===== src/rtl/dmrpc_pkg.sv =====
package dmrpc_pkg;

  typedef struct packed {
    logic signed [31:0] left_dist;
    logic signed [31:0] right_dist;
  } in_word_t;

  typedef struct packed {
    logic        right_forward;
    logic [9:0]  right_pwm;
    logic        left_forward;
    logic [9:0]  left_pwm;
    logic        moving;
    logic [3:0]  step_index;
    logic [15:0] moves_done;
  } out_word_t;

  // configuration register indexes
  localparam logic [2:0] CFG_MARGIN   = 3'd0;
  localparam logic [2:0] CFG_INTERVAL = 3'd1;
  localparam logic [2:0] CFG_GAIN_DIV = 3'd2;
  localparam logic [2:0] CFG_BASE_PWM = 3'd3;
  localparam logic [2:0] CFG_PAUSE    = 3'd4;

  localparam logic [15:0] MARGIN_RST   = 16'd500;
  localparam logic [9:0]  INTERVAL_RST = 10'd50;
  localparam logic [7:0]  GAIN_DIV_RST = 8'd20;
  localparam logic [9:0]  BASE_PWM_RST = 10'd200;
  localparam logic [9:0]  PAUSE_RST    = 10'd50;

  // move table, entries past the eighth are zero steps
  localparam logic signed [31:0] LEFT_STEPS [16] = '{
    32'sd41000, 32'sd30000, 32'sd41000, 32'sd15000,
    32'sd58200, 32'sd15000, 32'sd41000, -32'sd30000,
    32'sd0, 32'sd0, 32'sd0, 32'sd0, 32'sd0, 32'sd0, 32'sd0, 32'sd0};
  localparam logic signed [31:0] RIGHT_STEPS [16] = '{
    32'sd41000, -32'sd30000, 32'sd41000, -32'sd15000,
    32'sd58200, -32'sd15000, 32'sd41000, 32'sd30000,
    32'sd0, 32'sd0, 32'sd0, 32'sd0, 32'sd0, 32'sd0, 32'sd0, 32'sd0};

endpackage


===== src/rtl/dual_motor_ratio_position_controller_core.sv =====
// Dual wheel ratio position controller.
// in_word carries both encoder distances for one millisecond tick; every
// accepted word yields exactly one out_word with both wheel drives, the
// moving flag, the table step reached and the completed move count.
// Registers are written through cfg_valid/cfg_ready with cfg_index and
// cfg_data; cfg_ready is always high, writes belong to idle periods.
// One word is handled at a time: in_stall stays high from acceptance until
// the result is loaded into the output register. All long arithmetic runs
// through one restoring divider producing one quotient bit a cycle, with
// DIVW = DIST_WIDTH + 19 quotient bits (51 at the defaults). A plain tick
// passes error, magnitude, decision, drive and output steps; a tick that
// starts a move adds two divisions for the ratios, and a trim tick adds
// two travel scalings, mismatch, numerator and a power division. The next
// word is taken in the cycle after the result is loaded.
// The output register lets the next word be taken while a result waits;
// a stalled result holds and the sequencer waits at its final step.
// Synchronous reset restores the register defaults, clears targets, counts
// and ratios and sets left power to 200.
module dual_motor_ratio_position_controller_core import dmrpc_pkg::*; #(
  parameter int SEQ_LEN    = 10,
  parameter int DIST_WIDTH = 32
) (
  input  logic        clk,
  input  logic        rst,
  input  logic        in_valid,
  output logic        in_stall,
  input  in_word_t    in_word,
  output logic        out_valid,
  input  logic        out_stall,
  output out_word_t   out_word,
  input  logic        cfg_valid,
  output logic        cfg_ready,
  input  logic [2:0]  cfg_index,
  input  logic [15:0] cfg_data
);

  localparam int DW   = DIST_WIDTH;
  localparam int EW   = DW + 1;
  localparam int TW   = DW + 18;
  localparam int DIVW = DW + 19;
  localparam int SPW  = $clog2(SEQ_LEN + 1);

  typedef enum logic [12:0] {
    S_IDLE = 13'b0000000000001,
    S_ERR  = 13'b0000000000010,
    S_MAG  = 13'b0000000000100,
    S_DEC  = 13'b0000000001000,
    S_RL   = 13'b0000000010000,
    S_RR   = 13'b0000000100000,
    S_DRV  = 13'b0000001000000,
    S_TL   = 13'b0000010000000,
    S_TR   = 13'b0000100000000,
    S_MIS  = 13'b0001000000000,
    S_NUM  = 13'b0010000000000,
    S_NP   = 13'b0100000000000,
    S_OUT  = 13'b1000000000000
  } state_t;

  state_t state;

  logic [15:0] margin;
  logic [9:0]  interval;
  logic [7:0]  gain_div;
  logic [9:0]  base_pwm;
  logic [9:0]  pause_ticks;

  logic signed [DW-1:0] left_target, right_target;
  logic signed [DW-1:0] ld, rd;
  logic signed [DW-1:0] left_snap, right_snap;
  logic signed [EW-1:0] el, er;
  logic [EW-1:0]        al, ar, big;
  logic [16:0]          left_ratio, right_ratio;
  logic [9:0]           left_power;
  logic [9:0]           interval_count, pause_count;
  logic [15:0]          move_count;
  logic [SPW-1:0]       step_pos;
  logic                 in_move;
  logic signed [TW-1:0]   tl, tr;
  logic signed [TW:0]     mis;
  logic signed [TW+1:0]   num;
  logic signed [TW+1:0]   num_next;
  out_word_t            res;
  logic                 out_load;

  logic                 div_start, div_done;
  logic [DIVW-1:0]      div_dividend, div_quo;
  logic [EW-1:0]        div_divisor;

  logic                 in_margin;
  logic [7:0]           kd;
  logic [9:0]           iv;
  logic [10:0]          ic_inc;
  logic signed [EW-1:0] trav_l, trav_r;
  logic [EW-1:0]        mag_l, mag_r;
  logic [26:0]          rp_prod, lp_prod;
  logic [17:0]          power_scaled;
  logic [3:0]           k;
  logic signed [TW-1:0] q_signed;

  dmrpc_div #(.DIVW(DIVW), .DSRW(EW)) u_div (
    .clk      (clk),
    .rst      (rst),
    .start    (div_start),
    .dividend (div_dividend),
    .divisor  (div_divisor),
    .done     (div_done),
    .quotient (div_quo)
  );

  assign cfg_ready = 1'b1;
  assign in_stall  = (state != S_IDLE);
  assign out_load  = (state == S_OUT) && (!out_valid || !out_stall);

  always_comb begin
    in_margin    = (al <= EW'(margin)) && (ar <= EW'(margin));
    kd           = (gain_div == 8'd0) ? 8'd1 : gain_div;
    iv           = (interval == 10'd0) ? 10'd1 : interval;
    ic_inc       = {1'b0, interval_count} + 11'd1;
    trav_l       = EW'(ld) - EW'(left_snap);
    trav_r       = EW'(rd) - EW'(right_snap);
    mag_l        = trav_l[EW-1] ? EW'(-trav_l) : EW'(trav_l);
    mag_r        = trav_r[EW-1] ? EW'(-trav_r) : EW'(trav_r);
    rp_prod      = 27'(base_pwm) * 27'(right_ratio);
    lp_prod      = 27'(left_power) * 27'(left_ratio);
    power_scaled = 18'(left_power) * 18'(kd);
    k            = 4'(step_pos);
    q_signed     = TW'(div_quo[DW+16:0]);
    if (el[EW-1]) begin
      num_next = (TW+2)'(signed'({1'b0, power_scaled})) + (TW+2)'(mis);
    end else begin
      num_next = (TW+2)'(signed'({1'b0, power_scaled})) - (TW+2)'(mis);
    end
  end

  // divider issue
  always_comb begin
    div_start    = 1'b0;
    div_dividend = '0;
    div_divisor  = '0;
    case (state)
      S_DEC: begin
        if (!in_move && !in_margin) begin
          div_start    = 1'b1;
          div_dividend = DIVW'({al, 16'd0});
          div_divisor  = (al > ar) ? al : ((ar == '0) ? EW'(1) : ar);
        end
      end
      S_RL: begin
        div_start    = div_done;
        div_dividend = DIVW'({ar, 16'd0});
        div_divisor  = big;
      end
      S_DRV: begin
        if (in_move && ic_inc >= 11'(iv) && left_ratio != '0 && right_ratio != '0) begin
          div_start    = 1'b1;
          div_dividend = DIVW'({mag_l, 16'd0});
          div_divisor  = EW'(left_ratio);
        end
      end
      S_TL: begin
        div_start    = div_done;
        div_dividend = DIVW'({mag_r, 16'd0});
        div_divisor  = EW'(right_ratio);
      end
      S_NUM: begin
        if (!num_next[TW+1]) begin
          div_start    = 1'b1;
          div_dividend = DIVW'(num_next);
          div_divisor  = EW'(kd);
        end
      end
      default: ;
    endcase
  end

  always_ff @(posedge clk) begin
    if (rst) begin
      margin      <= MARGIN_RST;
      interval    <= INTERVAL_RST;
      gain_div    <= GAIN_DIV_RST;
      base_pwm    <= BASE_PWM_RST;
      pause_ticks <= PAUSE_RST;
    end else if (cfg_valid && cfg_ready) begin
      case (cfg_index)
        CFG_MARGIN:   margin      <= cfg_data;
        CFG_INTERVAL: interval    <= cfg_data[9:0];
        CFG_GAIN_DIV: gain_div    <= cfg_data[7:0];
        CFG_BASE_PWM: base_pwm    <= cfg_data[9:0];
        CFG_PAUSE:    pause_ticks <= cfg_data[9:0];
        default: ;
      endcase
    end
  end

  always_ff @(posedge clk) begin
    if (rst) begin
      state          <= S_IDLE;
      left_target    <= '0;
      right_target   <= '0;
      left_snap      <= '0;
      right_snap     <= '0;
      left_ratio     <= '0;
      right_ratio    <= '0;
      left_power     <= 10'd200;
      interval_count <= '0;
      pause_count    <= '0;
      move_count     <= '0;
      step_pos       <= '0;
      in_move        <= 1'b0;
      out_valid      <= 1'b0;
    end else begin
      if (out_load) begin
        out_valid <= 1'b1;
      end else if (out_valid && !out_stall) begin
        out_valid <= 1'b0;
      end
      case (state)
        S_IDLE: begin
          if (in_valid) begin
            ld    <= in_word.left_dist[DW-1:0];
            rd    <= in_word.right_dist[DW-1:0];
            state <= S_ERR;
          end
        end
        S_ERR: begin
          el    <= EW'(left_target) - EW'(ld);
          er    <= EW'(right_target) - EW'(rd);
          state <= S_MAG;
        end
        S_MAG: begin
          al    <= el[EW-1] ? EW'(-el) : EW'(el);
          ar    <= er[EW-1] ? EW'(-er) : EW'(er);
          state <= S_DEC;
        end
        S_DEC: begin
          state <= S_DRV;
          if (!in_move && !in_margin) begin
            big            <= div_divisor;
            left_snap      <= ld;
            right_snap     <= rd;
            interval_count <= '0;
            pause_count    <= '0;
            in_move        <= 1'b1;
            state          <= S_RL;
          end else if (in_move && in_margin) begin
            in_move    <= 1'b0;
            move_count <= move_count + 16'd1;
          end else if (!in_move) begin
            if (32'(step_pos) < SEQ_LEN) begin
              if (pause_count >= pause_ticks) begin
                left_target  <= left_target + LEFT_STEPS[k][DW-1:0];
                right_target <= right_target + RIGHT_STEPS[k][DW-1:0];
                step_pos     <= step_pos + 1'b1;
                pause_count  <= '0;
              end else begin
                pause_count <= pause_count + 10'd1;
              end
            end
          end
        end
        S_RL: begin
          if (div_done) begin
            left_ratio <= div_quo[16:0];
            state      <= S_RR;
          end
        end
        S_RR: begin
          if (div_done) begin
            right_ratio <= div_quo[16:0];
            state       <= S_DRV;
          end
        end
        S_DRV: begin
          res.moving     <= in_move;
          res.step_index <= 4'(step_pos);
          res.moves_done <= move_count;
          state          <= S_OUT;
          if (in_move) begin
            res.right_forward <= !er[EW-1];
            res.left_forward  <= !el[EW-1];
            res.right_pwm     <= rp_prod[25:16];
            res.left_pwm      <= lp_prod[25:16];
            if (ic_inc >= 11'(iv)) begin
              interval_count <= '0;
              if (div_start) begin
                state <= S_TL;
              end
            end else begin
              interval_count <= ic_inc[9:0];
            end
          end else begin
            res.right_forward <= 1'b1;
            res.left_forward  <= 1'b1;
            res.right_pwm     <= '0;
            res.left_pwm      <= '0;
          end
        end
        S_TL: begin
          if (div_done) begin
            tl    <= trav_l[EW-1] ? -q_signed : q_signed;
            state <= S_TR;
          end
        end
        S_TR: begin
          if (div_done) begin
            tr    <= trav_r[EW-1] ? -q_signed : q_signed;
            state <= S_MIS;
          end
        end
        S_MIS: begin
          // opposite error signs: travels add up
          if (er[EW-1] == el[EW-1]) begin
            mis <= (TW+1)'(tl) - (TW+1)'(tr);
          end else begin
            mis <= (TW+1)'(tl) + (TW+1)'(tr);
          end
          state <= S_NUM;
        end
        S_NUM: begin
          num   <= num_next;
          state <= S_NP;
        end
        S_NP: begin
          // negative numerator truncates to at most zero: clamp
          if (num[TW+1]) begin
            left_power <= '0;
            left_snap  <= ld;
            right_snap <= rd;
            state      <= S_OUT;
          end else if (div_done) begin
            left_power <= (div_quo > DIVW'(1023)) ? 10'd1023 : div_quo[9:0];
            left_snap  <= ld;
            right_snap <= rd;
            state      <= S_OUT;
          end
        end
        S_OUT: begin
          if (out_load) begin
            state <= S_IDLE;
          end
        end
        default: state <= S_IDLE;
      endcase
    end
  end

  always_ff @(posedge clk) begin
    if (out_load) begin
      out_word <= res;
    end
  end

endmodule


===== src/rtl/dmrpc_div.sv =====
module dmrpc_div import dmrpc_pkg::*; #(
  parameter int DIVW = 51,
  parameter int DSRW = 33
) (
  input  logic            clk,
  input  logic            rst,
  input  logic            start,
  input  logic [DIVW-1:0] dividend,
  input  logic [DSRW-1:0] divisor,
  output logic            done,
  output logic [DIVW-1:0] quotient
);

  localparam int CW = $clog2(DIVW + 1);

  logic [DSRW-1:0] rem;
  logic [DSRW-1:0] dsr;
  logic [DIVW-1:0] quo;
  logic [CW-1:0]   count;
  logic            busy;
  logic [DSRW:0]   shifted;
  logic [DSRW:0]   trial;
  logic            fits;

  // restoring division, one quotient bit a cycle
  always_comb begin
    shifted = {rem, quo[DIVW-1]};
    trial   = shifted - {1'b0, dsr};
    fits    = shifted >= {1'b0, dsr};
  end

  always_ff @(posedge clk) begin
    if (rst) begin
      busy  <= 1'b0;
      done  <= 1'b0;
      count <= '0;
    end else begin
      done <= 1'b0;
      if (start) begin
        busy  <= 1'b1;
        count <= CW'(DIVW);
      end else if (busy) begin
        count <= count - 1'b1;
        if (count == CW'(1)) begin
          busy <= 1'b0;
          done <= 1'b1;
        end
      end
    end
  end

  always_ff @(posedge clk) begin
    if (start) begin
      rem <= '0;
      dsr <= divisor;
      quo <= dividend;
    end else if (busy) begin
      rem <= fits ? trial[DSRW-1:0] : shifted[DSRW-1:0];
      quo <= {quo[DIVW-2:0], fits};
    end
  end

  assign quotient = quo;

endmodule


===== config.mk =====
export PLATFORM = sky130hd
export DESIGN_NAME = dual_motor_ratio_position_controller_core
export DESIGN_NICKNAME = d
export VERILOG_FILES = /design/src/rtl/dmrpc_pkg.sv /design/src/rtl/dual_motor_ratio_position_controller_core.sv /design/src/rtl/dmrpc_div.sv
export SDC_FILE = /design/constraint.sdc
export NUM_CORES = 2
export LEC_CHECK = 0
export BUFFER_PORTS_ARGS = -buffer_cell sky130_fd_sc_hd__buf_2
export CAP_MARGIN = 20
export CORE_ASPECT_RATIO = 1.4
export CORE_MARGIN = 2
export CORE_UTILIZATION = 56
export DETAILED_ROUTE_END_ITERATION = 10
export PLACE_DENSITY = 0.72
export SYNTH_ARGS = -nofsm -noshare
export SYNTH_HDL_FRONTEND = slang
export SYNTH_SLANG_ARGS = --single-unit

===== constraint.sdc =====
create_clock -name clk -period 21.6 [get_ports clk]
set_clock_uncertainty 0.1 [all_clocks]
set_input_delay 4.32 -clock clk [delete_from_list [all_inputs] [get_ports clk]]
set_output_delay 4.32 -clock clk [all_outputs]
set_load 0.02 [all_outputs]

### Yosys cells after proc, flatten, opt, wreduce, memory -nomap -nowiden

Memory sizes are Yosys's and may differ from the RTL's.
Index checks and enable logic that the tools add are counted.
Widths: inputs -> output; s select.

| word-level totals | value |
|---|---|
| register bits after elaboration | 924 |
| ROM bits | 1024 |
| word-level logic and storage cells | 256 |
| RAM bits | 0 |
| memories | 2 |
| bits in latches | 0 |
| bits of input ports | 88 |
| output and inout port bits | 46 |

| operators by class | value |
|---|---|
| bitwise logic cells | 6 |
| div/mod/pow operators | 0 |
| reduce and logical (&&, ||, !) cells | 55 |
| equal/unequal tests | 31 |
| order comparisons | 9 |
| $add $sub $neg | 21 |
| mux-type cells | 74 |
| shifts and indexed selects | 0 |
| multiply operators | 3 |

Memories:

| name | words | width | rd ports | clocked after memory_dff | write ports | line | text |
|---|---|---|---|---|---|---|---|
| (name not given) | 16 | 32 | 1 | 0 | 0 | dual_motor_ratio_position_controller_core.sv:252 | `right_target <= right_target + RIGHT_STEPS[k][DW-1:0];` |
| (name not given) | 16 | 32 | 1 | 0 | 0 | dual_motor_ratio_position_controller_core.sv:251 | `left_target <= left_target + LEFT_STEPS[k][DW-1:0];` |

Operator list:

| operator | count |
|---|---|
| $mux 32 | 12 |
| $pmux 51 s5 | 1 |
| $mux 51 | 4 |
| $mux 33 | 6 |
| $mux 49 | 4 |
| $pmux 13 s13 | 1 |
| $pmux 33 s5 | 1 |
| $mux 13 | 11 |
| $neg 33->33 | 4 |
| $sub 32x32->33 | 4 |
| $pmux 32 s2 | 2 |
| $mux 10 | 12 |
| $le 33x16->1 | 2 |
| $add 32x32->32 | 2 |
| $add 19x51->52 | 1 |
| $mul 10x17->26 | 2 |
| $mux 52 | 1 |
| $sub 19x51->52 | 1 |
| $add 50x50->51 | 1 |
| $gt 51x10->1 const B | 1 |
| $sub 50x50->51 | 1 |
| $neg 49->50 | 1 |
| $ge 34x33->1 | 1 |
| $reduce_bool 17->1 | 2 |
| 58 further kinds | 121 |

### Depth between registers and ports, before layout

| logic depth | value |
|---|---|
| word-level depth | 12 |
| depth in mapped cells | 36 |

### Hierarchy

A second synthesis with hierarchy kept.

| unflattened totals | value |
|---|---|
| cells, all modules | 7555 |
| area, all modules | 68564.5 um2 |

Modules (own cells, without submodules):

| module | area an instance (um2) | cells each | times used | seq. area each (um2) |
|---|---|---|---|---|
| dual_motor_ratio_position_controller_core | 61720.4 | 6909 | 1 | 19528.7 |
| dmrpc_div | 6844.1 | 646 | 1 | 3343.2 |

### Worst setup path before layout

OpenSTA, ideal clock, no wires.

| timing path | value |
|---|---|
| path type | input-to-reg |
| start point | input rst |
| end point | register mis[0] (enable) |
| required time | 20.896 ns |
| arrival time | 9.953 ns |
| setup slack | 10.943 ns |
| stages on the path | 3 |
| path through | clkbuf_1 > clkbuf_1 > nor4b_1 |

| between the ends | value |
|---|---|
| longest elaborated chain between the ends | 2 |

RTL lines:

| element | line | text |
|---|---|---|
| start, declared | dual_motor_ratio_position_controller_core.sv:24 | `input logic rst,` |
| $not 1->1 (no line) | - |  |
| $reduce_and 2->1 (no line) | - |  |
| end signal, assigned | dual_motor_ratio_position_controller_core.sv:313 | `mis <= (TW+1)'(tl) - (TW+1)'(tr);` |
| end signal, assigned | dual_motor_ratio_position_controller_core.sv:315 | `mis <= (TW+1)'(tl) + (TW+1)'(tr);` |
| end, declared | dual_motor_ratio_position_controller_core.sv:79 | `logic signed [TW:0] mis;` |

Every way passes these cells.
A chain may end at the register's enable or synchronous reset.

### Final worst setup path

| timing path | value |
|---|---|
| start point | register left_power[2] |
| end point | register u_div.quo[45], in the netlist u_div.quotient[45] (enable) |

| between the ends | value |
|---|---|
| longest elaborated chain between the ends | 6 |
| elaborated cells on any way between the ends | 7 |
| those cells by class | add/sub: 2; mul: 1; mux: 3; reduce/logical: 1 |

RTL lines:

| element | line | text |
|---|---|---|
| start, declared | dual_motor_ratio_position_controller_core.sv:73 | `logic [9:0] left_power;` |
| start signal, assigned | dual_motor_ratio_position_controller_core.sv:331 | `left_power <= (div_quo > DIVW'(1023)) ? 10'd1023 : div_quo[9:0];` |
| $mul 10x8->18 * | dual_motor_ratio_position_controller_core.sv:125 | `power_scaled = 18'(left_power) * 18'(kd);` |
| $sub 19x51->52 / $add 19x51->52 (equally long branches) | dual_motor_ratio_position_controller_core.sv:131, dual_motor_ratio_position_controller_core.sv:129 |  |
| $mux 52 * | dual_motor_ratio_position_controller_core.sv:128 | `if (el[EW-1]) begin` |
| $mux 1 * | dual_motor_ratio_position_controller_core.sv:166 | `if (!num_next[TW+1]) begin` |
| $pmux 1 s4 * | dual_motor_ratio_position_controller_core.sv:140 | `case (state)` |
| $reduce_bool 2->1 (no line) * | - |  |
| end signal, assigned | dmrpc_div.sv:56 | `quo <= dividend;` |
| end signal, assigned | dmrpc_div.sv:59 | `quo <= {quo[DIVW-2:0], fits};` |
| end, declared | dmrpc_div.sv:18 | `logic [DIVW-1:0] quo;` |

Mark *: on every way between the ends. The rest lies on a longest branch, timed or not.

==> impl_metrics.toml <==
[critical_path]
setup.worst_path.end_class = "register"
worst-r2r-setup-slack_ps = 11960
timing.critical_path.fanout_max = 33
worst-setup-path-type = "register to register"
worst-endpoint-required_ps = 21930
critPathArrivalTime_ps = 9970
critical-path-max-stage-delay_ps = 960
slowest_stage_cell_on_the_critical_path = "sky130_fd_sc_hd__dfxtp_1"
worst_setup_path_startpoint = "left_power[2]"
timing.critical_path.from_type = "register"
crit_top_cell = "sky130_fd_sc_hd__inv_1"
r2r-start = "left_power[2]"

[logic_synthesis]
post_synth_num_cell_types = 115
syn_area_per_cell_um2 = 9.11
synth_nets = 8321
synth_ff_type = "sky130_fd_sc_hd__edfxtp_1"
simple_gate_area_share_of_the_yosys_netlist = 0.175
complex_gate_fraction_of_the_synthesized_area = 0.152
synth_mux_area_frac = 0.00932
synth.yosys.warnings = 0
synth.ff_latch_count = 867
synthArstFlopShare = 0
post_synth_instance_area_um2 = 67400
synth_sequential_area_ratio = 0.339
synth_xor_area_frac = 0.0851
dominant_combinational_cell_family_by_area_after_synthesis = "adder cells"
post_synth_fa_ha_maj_area_fraction = 0.186
post_synthesis_cell_count = 7405
count_of_flip_flops_with_a_built_in_enable_after_synthesis = 551

[finish]
areaGrowthSynthToFinish_pct = 7.69
mostFrequentLayoutCell = "sky130_fd_sc_hd__nand2_1"
drive_gt1_frac = 0.0641
n_fill_cell = 10352
n_antenna_cell = 0
final_util = 0.608
final_nets = 8293
mostFrequentLayoutCells = "sky130_fd_sc_hd__nand2_1 (900), sky130_fd_sc_hd__a21oi_1 (627), sky130_fd_sc_hd__inv_1 (626)"

[global_routing]
grt_util_all_layers = 0.308
grt_first_pass_wirelength_um = 298000
grt_pass1_vias = 53951
antenna_found_initial = 2
grt_max_degree = 86
grt.overflow.total = 0

[min_path]
hp-start = "res[7]"
holdCritPathClass = "register to register"

[floorplanning]
die_h_um = 415
floorplan.initialDensity = 0.565
rows = 150
die_w_um = 297
core_um2 = 119000
die_area_um2 = 123000
ios = 134

[clock_tree]
number_of_buffers_added_by_the_clock_tree_synthesis_step = 92
worstSkewPairLatency_ps = 720
path_clk_slew_ps = 70
post_cts_resized = 0
clockRootBuffer = "sky130_fd_sc_hd__clkbuf_16"
cts_tree = "done"
cts-htree-levels = 3
cts_max_path_buffers = 3
cts.repair_timing.setup_buffer_count = 0
clkSinkCount = 867
ctsHoldBuffers = 0

[run_status]
status = "finished, final reports clean"

[detailed_routing]
route.detailed.wl_per_inst_um = 21.3
final_antenna_net_count = 0
drtPass1Iterations = 8
totalWireLength_um = 193000
total_drc_errors_in_the_routed_layout = 0
via_count = 54322
vias_per_cell = 6.00
initial_drt_markers = 3749

[place]
placement.io_buffers = 132
weighted_congestion_at_the_end_of_routability_driven_global_placement = 1.02
place_hpwl_um = 147000

[flow_run]
cap_violations = 0

[timing]
finalMaxSlewViolations = 0
min_period_over_period = 0.446
slew_headroom = 0.204
final-setup-viol-count = 0
setup_total_negative_slack_ps = 0
finalCriticalPeriod_ps = 9640
worst_slew_pin_tran_ps = 1180
grt_setup_unrepaired = "no"
max_freq_ghz = 0.104
hold_violations = 0

[power_and_ir_drop]
leak_nw = 30.5
cellPowerDensity_nw_per_um2 = 58.9
vdd_ir_drop_max_mv = 0.0651
==> layout make-up <==
type                            count  area [um2]  area share
Clock buffer                      112        2510      0.0346
Clock inverter                     60         641     0.00882
Inverter                          629        2360      0.0325
Multi-Input combinational cell   5596       41100       0.566
Sequential cell                   867       22900       0.315
Tap cell                         1596        2000      0.0275
Timing Repair Buffer              191        1140      0.0157
==> sequential cells by signal, indices dropped and copies added (netlist names), 43 cells and up <==
register	flops
mis	51
out_word	43
res	43
tl	50
tr	50
u_div.quotient	51
==> power by group <==
part	leakage, nW	switching [mW]	total [mW]	internal, mW
combinational	21.5	0.455	0.732	0.277
sequential	7.50	0.0490	1.87	1.82
clock	1.55	0.720	1.68	0.956
==> Yosys cell counts (12+ instances only) <==
master,instances,area [um2]
sky130_fd_sc_hd__nand4_1,53,332
sky130_fd_sc_hd__dfxtp_1,316,6330
sky130_fd_sc_hd__ha_1,541,6770
sky130_fd_sc_hd__or2_2,24,150
sky130_fd_sc_hd__a221oi_1,29,254
sky130_fd_sc_hd__nor2_1,491,1840
sky130_fd_sc_hd__clkbuf_1,275,1030
sky130_fd_sc_hd__nor3_1,158,791
sky130_fd_sc_hd__mux2i_1,59,591
sky130_fd_sc_hd__o21a_1,67,503
sky130_fd_sc_hd__a211o_1,18,158
sky130_fd_sc_hd__o21ai_0,288,1440
sky130_fd_sc_hd__edfxtp_1,551,16500
sky130_fd_sc_hd__and2_1,218,1360
sky130_fd_sc_hd__o31ai_1,52,390
sky130_fd_sc_hd__o211ai_1,22,165
sky130_fd_sc_hd__or3_1,44,275
sky130_fd_sc_hd__a31o_2,12,105
sky130_fd_sc_hd__o21ai_1,28,140
sky130_fd_sc_hd__o41ai_1,21,184
sky130_fd_sc_hd__nand2_1,901,3380
sky130_fd_sc_hd__nand3_1,128,641
sky130_fd_sc_hd__a41oi_1,12,105
sky130_fd_sc_hd__a21oi_1,628,3140
sky130_fd_sc_hd__xor2_1,244,2140
sky130_fd_sc_hd__nor4_1,73,457
sky130_fd_sc_hd__o22ai_1,16,100
sky130_fd_sc_hd__a21o_1,133,998
sky130_fd_sc_hd__buf_2,17,85.1
sky130_fd_sc_hd__buf_1,12,45.0
sky130_fd_sc_hd__a211oi_1,64,480
sky130_fd_sc_hd__nand3b_1,22,165
sky130_fd_sc_hd__or4_1,32,240
sky130_fd_sc_hd__nand2b_1,71,444
sky130_fd_sc_hd__a21boi_0,13,97.6
sky130_fd_sc_hd__and4_1,12,105
sky130_fd_sc_hd__and3_1,44,275
sky130_fd_sc_hd__nor2b_1,68,425
sky130_fd_sc_hd__o21bai_1,44,330
sky130_fd_sc_hd__xnor2_1,411,3600
sky130_fd_sc_hd__inv_1,626,2350
sky130_fd_sc_hd__a222oi_1,18,180
sky130_fd_sc_hd__fa_1,287,5750
sky130_fd_sc_hd__a31oi_1,37,231
==> metal layers <==
layer	track usage	part of all wire
met5	0	0.000052
met3	0.0367	0.056
met1	0.345	0.37
met4	0.217	0.078
met2	0.544	0.50
==> worst max-delay path, delay by kind of cell (launching register included) <==
family / cells / cell delay [ps]
compound gates: 12 / 3260
fa+ha+maj: 6 / 2690
buf+inv: 7 / 1140
simple gates: 4 / 1050
flops: 1 / 960
xor+xnor: 1 / 150
==> final timing paths <==
kind / cells after the start / end
setup / recovery: 30 / u_div.quotient[45]
setup reg to reg: 30 / u_div.quotient[45]
hold / removal: 0 / out_word[7]
hold reg to reg: 0 / out_word[7]
==> per-stage QoR <==
stage / area (um2) / cells / hold WS (ps) / setup slack (ps) / power [mW]
after floorplan: 67400 / 7405 / 300 / 10940 / 2.42
after global placement: 69400 / 8872 / 302 / 12050 / 2.61
after detailed placement: 69400 / 8874 / 305 / 11830 / 2.62
after CTS: 72600 / 9046 / 320 / 11830 / 4.29
after global routing: 72600 / 9051 / 323 / 11160 / 4.43
final: 72600 / 9051 / 316 / 11960 / 4.27
==> kinds of logic after synthesis <==
group,count (synthesis)
AOI/OAI and AO/OA,1623
other,1
and+or+nand+nor,2427
muxes,62
adders and majority gates,828
buffers and inverters,942
DFF,867
xor gates and xnor gates,655
Note: power is estimated with default switching activity, not from simulation.
